<file path="config.mk">
export PLATFORM = sky130hd
export DESIGN_NAME = framed_command_parser_crc16_core_flat
export DESIGN_NICKNAME = d
export VERILOG_FILES = /design/src/fcp_pkg.sv /design/src/fcp_if.sv /design/src/fcp_cfg_regs.sv /design/src/fcp_parser.sv /design/src/fcp_out_buf.sv /design/src/framed_command_parser_crc16_core.sv /design/src/flat_wrapper.sv
export SDC_FILE = /design/constraint.sdc
export NUM_CORES = 1
export LEC_CHECK = 0
export ABC_AREA = 1
export BUFFER_PORTS_ARGS = -buffer_cell sky130_fd_sc_hd__buf_4
export CAP_MARGIN = 20
export CORE_MARGIN = 4
export CORE_UTILIZATION = 40
export CTS_BUF_LIST = sky130_fd_sc_hd__clkbuf_16
export DETAILED_ROUTE_END_ITERATION = 12
export PLACE_DENSITY_LB_ADDON = 0.1
export RECOVER_POWER = 100
export SLEW_MARGIN = 20
export SYNTH_ARGS = -nofsm -noshare
export SYNTH_HDL_FRONTEND = slang
export SYNTH_SLANG_ARGS = --single-unit
</file>
<file path="constraint.sdc">
create_clock -name clk_i -period 8.1 [get_ports clk_i]
set_clock_uncertainty 0.15 [all_clocks]
set_input_delay 1.62 -clock clk_i [delete_from_list [all_inputs] [get_ports clk_i]]
set_output_delay 1.62 -clock clk_i [all_outputs]
set_load 0.005 [all_outputs]
</file>
<file path="src/fcp_pkg.sv">
`default_nettype none
// ----------------------------------------------------------------------------
// fcp_pkg: shared types for the framed command parser
// Phase, status and register codes, the result word, the config bundle and
// the byte-wide reflected CRC-CCITT update.
// ----------------------------------------------------------------------------
package fcp_pkg;

  localparam int CfgIdxW  = 3;
  localparam int CfgDataW = 16;

  localparam logic [15:0] CrcInit = 16'hFFFF;
  localparam logic [15:0] CrcPoly = 16'h8408;

  // configuration register indexes
  typedef enum logic [CfgIdxW-1:0] {
    REG_START_FIRST  = 3'd0,
    REG_START_SECOND = 3'd1,
    REG_MAX_RLEN     = 3'd2,
    REG_MAX_DLEN     = 3'd3
  } fcp_reg_e;

  // parse phases
  typedef enum logic [3:0] {
    PH_WAIT_A  = 4'd0,
    PH_WAIT_B  = 4'd1,
    PH_REQ     = 4'd2,
    PH_ERR     = 4'd3,
    PH_CMD     = 4'd4,
    PH_RLEN_LO = 4'd5,
    PH_RLEN_HI = 4'd6,
    PH_DLEN    = 4'd7,
    PH_DATA    = 4'd8,
    PH_CRC_LO  = 4'd9,
    PH_CRC_HI  = 4'd10
  } fcp_phase_e;

  typedef enum logic {
    KIND_DATA = 1'b0,
    KIND_END  = 1'b1
  } fcp_kind_e;

  typedef enum logic [1:0] {
    ST_OK       = 2'd0,
    ST_BAD_RLEN = 2'd1,
    ST_BAD_DLEN = 2'd2,
    ST_BAD_CRC  = 2'd3
  } fcp_status_e;

  typedef struct packed {
    logic [7:0]  start_first;
    logic [7:0]  start_second;
    logic [15:0] max_rlen;
    logic [7:0]  max_dlen;
  } fcp_cfg_t;

  typedef struct packed {
    fcp_kind_e   kind;
    fcp_status_e status;
    logic [7:0]  request_id;
    logic [7:0]  header_error;
    logic [7:0]  command_id;
    logic [15:0] random_length;
    logic [7:0]  payload_length;
    logic [7:0]  payload_byte;
    logic [7:0]  payload_index;
  } fcp_res_t;

  // fold one byte into the reflected CRC, LSB first
  function automatic logic [15:0] crc_feed(logic [15:0] crc, logic [7:0] b);
    logic [15:0] c;
    c = crc ^ {8'h00, b};
    for (int i = 0; i < 8; i++) begin
      if (c[0]) begin
        c = (c >> 1) ^ CrcPoly;
      end else begin
        c = c >> 1;
      end
    end
    return c;
  endfunction

endpackage
`default_nettype wire

</file>
<file path="src/fcp_if.sv">
`default_nettype none
// ----------------------------------------------------------------------------
// fcp_if: stream channels of the framed command parser
// fcp_byte_if moves one received byte per word; fcp_res_if moves one result.
// ----------------------------------------------------------------------------
interface fcp_byte_if;
  logic       valid;
  logic       ready;
  logic [7:0] in_byte;

  modport source (output valid, output in_byte, input ready);
  modport sink   (input valid, input in_byte, output ready);
endinterface

interface fcp_res_if;
  logic        valid;
  logic        ready;
  logic        kind;
  logic [1:0]  status;
  logic [7:0]  request_id;
  logic [7:0]  header_error;
  logic [7:0]  command_id;
  logic [15:0] random_length;
  logic [7:0]  payload_length;
  logic [7:0]  payload_byte;
  logic [7:0]  payload_index;

  modport source (output valid, output kind, output status, output request_id,
                  output header_error, output command_id, output random_length,
                  output payload_length, output payload_byte,
                  output payload_index, input ready);
  modport sink   (input valid, input kind, input status, input request_id,
                  input header_error, input command_id, input random_length,
                  input payload_length, input payload_byte,
                  input payload_index, output ready);
endinterface
`default_nettype wire

</file>
<file path="src/fcp_cfg_regs.sv">
`default_nettype none
// ----------------------------------------------------------------------------
// fcp_cfg_regs: configuration registers
// Marker bytes and length limits, written through a plain write port.
// ----------------------------------------------------------------------------
module fcp_cfg_regs (
  input  logic                         clk_i,
  input  logic                         rst_ni,
  input  logic                         cfg_we_i,
  input  logic [fcp_pkg::CfgIdxW-1:0]  cfg_idx_i,
  input  logic [fcp_pkg::CfgDataW-1:0] cfg_data_i,
  output fcp_pkg::fcp_cfg_t            cfg_o
);

  fcp_pkg::fcp_cfg_t cfg_q, cfg_d;

  // decode the write
  always_comb begin
    cfg_d = cfg_q;
    if (cfg_we_i) begin
      unique case (cfg_idx_i)
        fcp_pkg::REG_START_FIRST:  cfg_d.start_first  = cfg_data_i[7:0];
        fcp_pkg::REG_START_SECOND: cfg_d.start_second = cfg_data_i[7:0];
        fcp_pkg::REG_MAX_RLEN:     cfg_d.max_rlen     = cfg_data_i;
        fcp_pkg::REG_MAX_DLEN:     cfg_d.max_dlen     = cfg_data_i[7:0];
        default:                   cfg_d = cfg_q;
      endcase
    end
  end

  always_ff @(posedge clk_i or negedge rst_ni) begin
    if (!rst_ni) begin
      cfg_q.start_first  <= 8'h00;
      cfg_q.start_second <= 8'h00;
      cfg_q.max_rlen     <= 16'hFFFF;
      cfg_q.max_dlen     <= 8'hFF;
    end else begin
      cfg_q <= cfg_d;
    end
  end

  assign cfg_o = cfg_q;

endmodule
`default_nettype wire

</file>
<file path="src/fcp_parser.sv">
`default_nettype none
// ----------------------------------------------------------------------------
// fcp_parser: frame state machine and CRC
// Updates the phase on each accepted word and forms at most one result for it.
// ----------------------------------------------------------------------------
module fcp_parser (
  input  logic              clk_i,
  input  logic              rst_ni,
  input  fcp_pkg::fcp_cfg_t cfg_i,
  input  logic              take_i,
  input  logic [7:0]        byte_i,
  output logic              res_valid_o,
  output fcp_pkg::fcp_res_t res_o
);

  fcp_pkg::fcp_phase_e phase_q, phase_d;
  logic [15:0] crc_q, crc_d;
  logic [7:0]  crc_lo_q, crc_lo_d;
  logic [7:0]  pos_q, pos_d;
  logic [7:0]  len_q, len_d;
  logic [7:0]  req_q, req_d;
  logic [7:0]  err_q, err_d;
  logic [7:0]  cmd_q, cmd_d;
  logic [15:0] rlen_q, rlen_d;

  logic [15:0] crc_next;
  logic [15:0] rlen_full;
  logic [7:0]  pos_inc;
  logic        rlen_bad;
  logic        dlen_bad;
  logic [7:0]  plen;
  logic [7:0]  pbyte;
  logic [7:0]  pidx;
  fcp_pkg::fcp_kind_e   kind;
  fcp_pkg::fcp_status_e status;

  assign crc_next  = fcp_pkg::crc_feed(crc_q, byte_i);
  assign rlen_full = {byte_i, rlen_q[7:0]};
  assign pos_inc   = pos_q + 8'd1;
  assign rlen_bad  = rlen_full > cfg_i.max_rlen;
  assign dlen_bad  = byte_i > cfg_i.max_dlen;

  // next phase
  always_comb begin
    phase_d = phase_q;
    if (take_i) begin
      unique case (phase_q)
        fcp_pkg::PH_WAIT_A: begin
          if (byte_i == cfg_i.start_first) phase_d = fcp_pkg::PH_WAIT_B;
        end
        fcp_pkg::PH_WAIT_B: begin
          priority if (byte_i == cfg_i.start_second) phase_d = fcp_pkg::PH_REQ;
          else if (byte_i == cfg_i.start_first)      phase_d = fcp_pkg::PH_WAIT_B;
          else                                       phase_d = fcp_pkg::PH_WAIT_A;
        end
        fcp_pkg::PH_REQ:     phase_d = fcp_pkg::PH_ERR;
        fcp_pkg::PH_ERR:     phase_d = fcp_pkg::PH_CMD;
        fcp_pkg::PH_CMD:     phase_d = fcp_pkg::PH_RLEN_LO;
        fcp_pkg::PH_RLEN_LO: phase_d = fcp_pkg::PH_RLEN_HI;
        fcp_pkg::PH_RLEN_HI: begin
          phase_d = rlen_bad ? fcp_pkg::PH_WAIT_A : fcp_pkg::PH_DLEN;
        end
        fcp_pkg::PH_DLEN: begin
          priority if (dlen_bad)    phase_d = fcp_pkg::PH_WAIT_A;
          else if (byte_i == 8'd0)  phase_d = fcp_pkg::PH_CRC_LO;
          else                      phase_d = fcp_pkg::PH_DATA;
        end
        fcp_pkg::PH_DATA: begin
          if (pos_inc >= len_q) phase_d = fcp_pkg::PH_CRC_LO;
        end
        fcp_pkg::PH_CRC_LO: phase_d = fcp_pkg::PH_CRC_HI;
        fcp_pkg::PH_CRC_HI: phase_d = fcp_pkg::PH_WAIT_A;
        default:            phase_d = fcp_pkg::PH_WAIT_A;
      endcase
    end
  end

  // datapath updates and result
  always_comb begin
    crc_d       = crc_q;
    crc_lo_d    = crc_lo_q;
    pos_d       = pos_q;
    len_d       = len_q;
    req_d       = req_q;
    err_d       = err_q;
    cmd_d       = cmd_q;
    rlen_d      = rlen_q;
    res_valid_o = 1'b0;
    kind        = fcp_pkg::KIND_END;
    status      = fcp_pkg::ST_OK;
    plen        = len_q;
    pbyte       = 8'h00;
    pidx        = 8'h00;
    if (take_i) begin
      unique case (phase_q)
        fcp_pkg::PH_REQ: begin
          req_d = byte_i;
          len_d = 8'h00;
          crc_d = fcp_pkg::crc_feed(fcp_pkg::CrcInit, byte_i);
        end
        fcp_pkg::PH_ERR: begin
          err_d = byte_i;
          crc_d = crc_next;
        end
        fcp_pkg::PH_CMD: begin
          cmd_d = byte_i;
          crc_d = crc_next;
        end
        fcp_pkg::PH_RLEN_LO: begin
          rlen_d = {8'h00, byte_i};
          crc_d  = crc_next;
        end
        fcp_pkg::PH_RLEN_HI: begin
          rlen_d = rlen_full;
          crc_d  = crc_next;
          if (rlen_bad) begin
            res_valid_o = 1'b1;
            status      = fcp_pkg::ST_BAD_RLEN;
            plen        = 8'h00;
          end
        end
        fcp_pkg::PH_DLEN: begin
          len_d = byte_i;
          if (dlen_bad) begin
            res_valid_o = 1'b1;
            status      = fcp_pkg::ST_BAD_DLEN;
            plen        = byte_i;
          end else begin
            crc_d = crc_next;
            pos_d = 8'h00;
          end
        end
        fcp_pkg::PH_DATA: begin
          res_valid_o = 1'b1;
          kind        = fcp_pkg::KIND_DATA;
          pbyte       = byte_i;
          pidx        = pos_q;
          crc_d       = crc_next;
          pos_d       = pos_inc;
        end
        fcp_pkg::PH_CRC_LO: crc_lo_d = byte_i;
        fcp_pkg::PH_CRC_HI: begin
          res_valid_o = 1'b1;
          status      = ({byte_i, crc_lo_q} != crc_q) ? fcp_pkg::ST_BAD_CRC
                                                      : fcp_pkg::ST_OK;
        end
        default: begin
          crc_d = crc_q;
        end
      endcase
    end
    res_o.kind           = kind;
    res_o.status         = status;
    res_o.request_id     = req_d;
    res_o.header_error   = err_d;
    res_o.command_id     = cmd_d;
    res_o.random_length  = rlen_d;
    res_o.payload_length = plen;
    res_o.payload_byte   = pbyte;
    res_o.payload_index  = pidx;
  end

  // control state
  always_ff @(posedge clk_i or negedge rst_ni) begin
    if (!rst_ni) begin
      phase_q <= fcp_pkg::PH_WAIT_A;
      pos_q   <= 8'h00;
    end else begin
      phase_q <= phase_d;
      pos_q   <= pos_d;
    end
  end

  // header and CRC holding registers
  always_ff @(posedge clk_i) begin
    crc_q    <= crc_d;
    crc_lo_q <= crc_lo_d;
    len_q    <= len_d;
    req_q    <= req_d;
    err_q    <= err_d;
    cmd_q    <= cmd_d;
    rlen_q   <= rlen_d;
  end

  // a data phase is entered only with a nonzero length
  assert property (@(posedge clk_i) disable iff (!rst_ni)
    phase_q == fcp_pkg::PH_DATA |-> len_q != 8'h00)
    else $error("data phase with zero length");

endmodule
`default_nettype wire

</file>
<file path="src/fcp_out_buf.sv">
`default_nettype none
// ----------------------------------------------------------------------------
// fcp_out_buf: result register with skid entry
// Holds up to two results so input words keep flowing while one waits.
// ----------------------------------------------------------------------------
module fcp_out_buf (
  input  logic              clk_i,
  input  logic              rst_ni,
  input  logic              push_i,
  input  fcp_pkg::fcp_res_t push_data_i,
  output logic              full_o,
  output logic              valid_o,
  input  logic              ready_i,
  output fcp_pkg::fcp_res_t data_o
);

  logic              main_v_q, main_v_d;
  logic              skid_v_q, skid_v_d;
  fcp_pkg::fcp_res_t main_q, main_d;
  fcp_pkg::fcp_res_t skid_q, skid_d;
  logic              pop;

  assign pop = main_v_q && ready_i;

  // steer pushes and refill from the skid entry
  always_comb begin
    main_v_d = main_v_q;
    skid_v_d = skid_v_q;
    main_d   = main_q;
    skid_d   = skid_q;
    priority if (skid_v_q) begin
      if (pop) begin
        main_d   = skid_q;
        skid_v_d = 1'b0;
      end
    end else if (main_v_q && !pop) begin
      if (push_i) begin
        skid_d   = push_data_i;
        skid_v_d = 1'b1;
      end
    end else begin
      main_v_d = push_i;
      if (push_i) main_d = push_data_i;
    end
  end

  always_ff @(posedge clk_i or negedge rst_ni) begin
    if (!rst_ni) begin
      main_v_q <= 1'b0;
      skid_v_q <= 1'b0;
    end else begin
      main_v_q <= main_v_d;
      skid_v_q <= skid_v_d;
    end
  end

  always_ff @(posedge clk_i) begin
    main_q <= main_d;
    skid_q <= skid_d;
  end

  assign full_o  = skid_v_q;
  assign valid_o = main_v_q;
  assign data_o  = main_q;

  // skid entry never fills ahead of the main entry
  assert property (@(posedge clk_i) disable iff (!rst_ni)
    skid_v_q |-> main_v_q)
    else $error("skid entry valid while main entry empty");

  // no push while both entries are occupied
  assert property (@(posedge clk_i) disable iff (!rst_ni)
    push_i |-> !skid_v_q)
    else $error("result pushed into full buffer");

  // a stalled pair of results keeps both entries
  assert property (@(posedge clk_i) disable iff (!rst_ni)
    (skid_v_q && !ready_i) |=> (skid_v_q && main_v_q))
    else $error("buffered result lost under stall");

endmodule
`default_nettype wire

</file>
<file path="src/framed_command_parser_crc16_core.sv">
`default_nettype none
// ----------------------------------------------------------------------------
// framed_command_parser_crc16_core: framed command parser with CRC-16 check
// Hunts for a two-byte marker, reads the header, streams payload bytes and
// reports a frame end with the CRC-CCITT (reflected) check status, or a length error.
// ----------------------------------------------------------------------------
// One received byte is taken per cycle while the output buffer is not full:
// the phase machine and the byte-wide CRC update finish within the cycle the
// word is accepted, and any result it causes is registered into the output
// buffer. With two result entries there, input ready drops only when both
// entries hold results that the consumer has not taken; a single stalled
// result never blocks the input. Payload bytes are emitted as they arrive,
// so discard them unless the following frame end reports ok. No clearing
// pass follows reset. Write configuration only while the block is idle.
module framed_command_parser_crc16_core (
  input  logic                         clk_i,
  input  logic                         rst_ni,
  input  logic                         cfg_we_i,
  input  logic [fcp_pkg::CfgIdxW-1:0]  cfg_idx_i,
  input  logic [fcp_pkg::CfgDataW-1:0] cfg_data_i,
  fcp_byte_if.sink                     in_i,
  fcp_res_if.source                    out_o
);

  fcp_pkg::fcp_cfg_t cfg;
  fcp_pkg::fcp_res_t res;
  fcp_pkg::fcp_res_t out_data;
  logic              res_valid;
  logic              buf_full;
  logic              take;

  assign in_i.ready = !buf_full;
  assign take       = in_i.valid && !buf_full;

  fcp_cfg_regs u_cfg (
    .clk_i      (clk_i),
    .rst_ni     (rst_ni),
    .cfg_we_i   (cfg_we_i),
    .cfg_idx_i  (cfg_idx_i),
    .cfg_data_i (cfg_data_i),
    .cfg_o      (cfg)
  );

  fcp_parser u_parser (
    .clk_i       (clk_i),
    .rst_ni      (rst_ni),
    .cfg_i       (cfg),
    .take_i      (take),
    .byte_i      (in_i.in_byte),
    .res_valid_o (res_valid),
    .res_o       (res)
  );

  fcp_out_buf u_out_buf (
    .clk_i       (clk_i),
    .rst_ni      (rst_ni),
    .push_i      (res_valid),
    .push_data_i (res),
    .full_o      (buf_full),
    .valid_o     (out_o.valid),
    .ready_i     (out_o.ready),
    .data_o      (out_data)
  );

  // drive the result channel
  assign out_o.kind           = out_data.kind;
  assign out_o.status         = out_data.status;
  assign out_o.request_id     = out_data.request_id;
  assign out_o.header_error   = out_data.header_error;
  assign out_o.command_id     = out_data.command_id;
  assign out_o.random_length  = out_data.random_length;
  assign out_o.payload_length = out_data.payload_length;
  assign out_o.payload_byte   = out_data.payload_byte;
  assign out_o.payload_index  = out_data.payload_index;

endmodule
`default_nettype wire
</file>
<file path="src/flat_wrapper.sv">
// flat-port wrapper written by rule: the top's interface ports become plain ports
module framed_command_parser_crc16_core_flat 
  (clk_i, rst_ni, cfg_we_i, cfg_idx_i, cfg_data_i, in_i_valid, in_i_in_byte, in_i_ready, out_o_valid, out_o_kind, out_o_status, out_o_request_id, out_o_header_error, out_o_command_id, out_o_random_length, out_o_payload_length, out_o_payload_byte, out_o_payload_index, out_o_ready);
  fcp_byte_if in_i_i ();
  fcp_res_if out_o_i ();
  input  logic clk_i;
  input  logic rst_ni;
  input  logic cfg_we_i;
  input  logic [fcp_pkg::CfgIdxW-1:0] cfg_idx_i;
  input  logic [fcp_pkg::CfgDataW-1:0] cfg_data_i;
  input wire logic [$bits(in_i_i.valid)-1:0] in_i_valid;
  input wire logic [$bits(in_i_i.in_byte)-1:0] in_i_in_byte;
  output wire logic [$bits(in_i_i.ready)-1:0] in_i_ready;
  output wire logic [$bits(out_o_i.valid)-1:0] out_o_valid;
  output wire logic [$bits(out_o_i.kind)-1:0] out_o_kind;
  output wire logic [$bits(out_o_i.status)-1:0] out_o_status;
  output wire logic [$bits(out_o_i.request_id)-1:0] out_o_request_id;
  output wire logic [$bits(out_o_i.header_error)-1:0] out_o_header_error;
  output wire logic [$bits(out_o_i.command_id)-1:0] out_o_command_id;
  output wire logic [$bits(out_o_i.random_length)-1:0] out_o_random_length;
  output wire logic [$bits(out_o_i.payload_length)-1:0] out_o_payload_length;
  output wire logic [$bits(out_o_i.payload_byte)-1:0] out_o_payload_byte;
  output wire logic [$bits(out_o_i.payload_index)-1:0] out_o_payload_index;
  input wire logic [$bits(out_o_i.ready)-1:0] out_o_ready;
  assign in_i_i.valid = in_i_valid;
  assign in_i_i.in_byte = in_i_in_byte;
  assign in_i_ready = in_i_i.ready;
  assign out_o_valid = out_o_i.valid;
  assign out_o_kind = out_o_i.kind;
  assign out_o_status = out_o_i.status;
  assign out_o_request_id = out_o_i.request_id;
  assign out_o_header_error = out_o_i.header_error;
  assign out_o_command_id = out_o_i.command_id;
  assign out_o_random_length = out_o_i.random_length;
  assign out_o_payload_length = out_o_i.payload_length;
  assign out_o_payload_byte = out_o_i.payload_byte;
  assign out_o_payload_index = out_o_i.payload_index;
  assign out_o_i.ready = out_o_ready;
  framed_command_parser_crc16_core u_core (.clk_i(clk_i), .rst_ni(rst_ni), .cfg_we_i(cfg_we_i), .cfg_idx_i(cfg_idx_i), .cfg_data_i(cfg_data_i), .in_i(in_i_i), .out_o(out_o_i));
endmodule
</file>
==> results.ini <==
[synthesis]
synth_edf_count = 166
synth_cell_types = 41
yosysSeqAreaShare_pct = 62.1
synthesis.area_sq_um = 11500
synth_ff_type = edfxtp_1
synth.avg_cell_area_sq_um = 10.1
synth_top_area_cell = edfxtp_1
synth_cells = 1146
postSynth.asyncResetShare_pct = 20.8
synthTopCellsByArea = edfxtp_1 43%, nand2_1 11%, dfxtp_1 6.9%
ys_warn_count = 0
syn-num-nets = 1211
synth_top_cell_area_share_pct = 43.2
ys_seq_elements = 260

[placed_design]
place_ws_ps = 3150
io_buffers = 100
routabilityCongestion = 0.913
place_hpwl_mm = 18.7

[grt]
grt_busiest_layer = met2
use_met2_pct = 26.6
track_usage_pct = 17.4
antenna_found_initial = 0
grt_max_degree = 69
gr-usage-met1_pct = 25.7
grt_pass1_wl_mm = 42.9
grt_pass1_vias = 7456
overflow = 0
gr-usage-met3_pct = 3.26

[floorplanning]
die_h_um = 178
io_pins = 101
core_area_sq_um = 28200
rows = 61
die_area_sq_um = 31700
start_util_pct = 41.0
fp.dieW_um = 178

[clocking]
cts_buffer_depth = 3
cts_tree = yes
insertion_delay_ps = 540
cts.sinks = 260
h-tree-depth = 1
cts_inserted_buffers = 28
clkTransAtPathRegs_ps = 60
cts_resized = 0
cts.hold.buffers_added = 0
post_cts_buffers = 0
cts_root_buffer = clkbuf_16

[power]
p_per_area_nw_per_um2 = 253
p_comb_share_pct = 15.7
seqPwrFrac_pct = 49.3
p_leak_uw = 0.00579
p_clk_share_pct = 34.9
max-vdd-ir-drop_mv = 0.148
p_sw_share_pct = 27.4
p_sw_uw = 926
internal-power_uw = 2450

[sta]
rsz0062_at_grt = no
tns_ps = 0
finalMaxSlewViolations = 117
hold_viol_final = 0
relSlewSlack_pct = -104
fin_ws_ps = 2340
setup_viol = 0
finalCritPeriodShare_pct = 71.1
max_clock_freq_mhz = 174
period_minus_slack_ps = 5760
tightest_slew_ps = 3070

[routing]
dr.pass1.iters = 5
ant_nets = 0
drt-total-wl_mm = 27.5
via_per_inst = 4.82
vias = 7902
drcViolationCount = 0
routedWlPerCell_um = 16.8
drtIter0Drc = 623

[setup_path]
r2r-start = u_core.u_out_buf.full_o
start_kind = primary input
crit_required_ps = 8090
reg2reg_to = u_core.u_out_buf.data_o[64]
path_max_fanout = 59
crit_arrival_ps = 5750
worst-r2r-setup-slack_ps = 2930
critPathKind = in2reg
rr_worst_depth = 7
crit_path_end_kind = register

[layout]
final_nets = 1305
fill_cells = 2700
drive_above_1_share_pct = 12.8
diodes = 0
syn_to_final_growth_pct = 15.6

[hold_path]
hold_path_depth = 2
min-delay-start = u_core.u_cfg.cfg_o[19]
hold_class = reg2reg
whs_endpoint = u_core.u_cfg.cfg_o[19]

[status]
violations = max-capacitance violations, max-slew violations
outcome = complete, but fails checks

[run]
max-cap-violations = 2

==> per-layer routing <==
layer	vias up	share of wire (%)
met5	-	0
met4	0	1.9
met3	44	5.9
met2	202	45
met1	3687	48
li1	3969	-
==> critical path, stage by stage <==
cell and delay [ps]:
clkbuf_1 480, clkinv_1 480, ha_1 330, inv_1 60
a21oi_1 50, o21ai_0 160, nand2_1 70, nand2_1 70
nand3_1 130, nand3_1 120, nand2_1 120, a21oi_1 780
clkbuf_2 1180
==> synth_stat cells, types with 2 or more instances <==
library cell	instances
nor3_1	9
xor2_1	35
nor2_1	71
nand3b_1	2
xnor2_1	24
nand4_1	7
buf_4	5
nand3_1	18
nor2_2	2
buf_2	9
dfxtp_1	40
nor4_1	2
nand2_1	338
or2_2	4
o21ai_1	4
dfstp_2	24
a21oi_1	34
ha_1	33
dfrtp_1	30
clkbuf_1	19
buf_6	4
edfxtp_1	166
inv_1	103
o21ai_0	119
o21ai_2	3
o211ai_1	3
buf_1	4
o21a_1	2
inv_2	7
o22ai_1	14
==> sequential cells by signal, indices dropped and copies added (netlist names) <==
signal and cells:
u_core.u_parser.pos_q 8, u_core.u_parser.crc_q 16, u_core.u_cfg.cfg_o 40, u_core.u_parser.req_q 8, u_core.u_parser.phase_q 4, u_core.u_parser.err_q 8, u_core.u_parser.rlen_q 16, u_core.u_out_buf.data_o 67
u_core.u_parser.crc_lo_q 8, u_core.u_out_buf.valid_o 1, u_core.u_parser.len_q 8, u_core.u_parser.cmd_q 8, u_core.u_out_buf.full_o 1, u_core.u_out_buf.skid_q 67
==> worst max path at each step <==
| stage | start | endpoint | cells past startpoint |
|---|---|---|---|
| 2_1_floorplan | in_i_in_byte[0] | u_core.u_out_buf.data_o[0] | 12 |
| 3_3_place_gp | in_i_in_byte[0] | u_core.u_out_buf.data_o[60] | 13 |
| 3_5_place_dp | in_i_in_byte[0] | u_core.u_out_buf.data_o[60] | 13 |
| 4_1_cts | in_i_in_byte[0] | u_core.u_out_buf.data_o[49] | 13 |
| 5_1_grt | in_i_in_byte[0] | u_core.u_out_buf.data_o[64] | 13 |
| 6_report | in_i_in_byte[0] | u_core.u_out_buf.data_o[64] | 13 |
==> through the flow <==
step                      hold slack [ps]  util [%]  cells  total power [uW]  cell area, sq um
after floorplan                       281         -   1146              2060             11500
after global placement                297      44.8   1588              2220             12600
after detailed placement              299      44.8   1588              2230             12600
after CTS                             317      47.8   1639              3420             13500
after global routing                  356      47.4   1639              3560             13300
final                                 333      47.4   1639              3380             13300
==> cell type report <==
| type | instances | area [sq um] | area share [%] |
|---|---|---|---|
| Tap cell | 378 | 473 | 3.54 |
| Sequential cell | 260 | 7170 | 53.7 |
| Inverter | 111 | 417 | 3.12 |
| Clock inverter | 22 | 115 | 0.862 |
| Clock buffer | 29 | 726 | 5.44 |
| Multi-Input combinational cell | 733 | 3720 | 27.9 |
| Timing Repair Buffer | 106 | 731 | 5.47 |
==> power groups by stage <==
stage | Sequential (uW) | Clock [uW] | Combinational (uW)
2_1_floorplan | 1660 | 0 | 397
3_3_place_gp | 1690 | 0 | 527
3_5_place_dp | 1690 | 0 | 536
4_1_cts | 1670 | 1210 | 539
5_1_grt | 1680 | 1270 | 620
6_report | 1670 | 1180 | 531
==> cells by family after synthesis <==
| kind of cell | share of synthesized area (%) |
|---|---|
| AND/OR/NAND/NOR | 15.6 |
| flip-flops | 62.1 |
| AO/OA/AOI/OAI | 8.53 |
| buffers and inverters | 5.50 |
| XOR/XNOR | 4.76 |
| adder cells (fa/ha/maj) | 3.57 |
==> cells in the final DEF, fill, tap and decap left out, types with 10 or more instances in the layout <==
master and count:
clkinv_1 10, dfxtp_1 40, ha_1 33, buf_4 24, nand2_1 338, xnor2_1 25, o22ai_1 14, inv_1 115
nand3_1 18, clkbuf_4 64, edfxtp_1 166, dfstp_2 24, o21ai_0 126, dfrtp_1 29, clkbuf_1 16, xor2_1 36
nor2_1 71, a21oi_1 35, clkbuf_16 29
(Power assumes the default switching activity.)
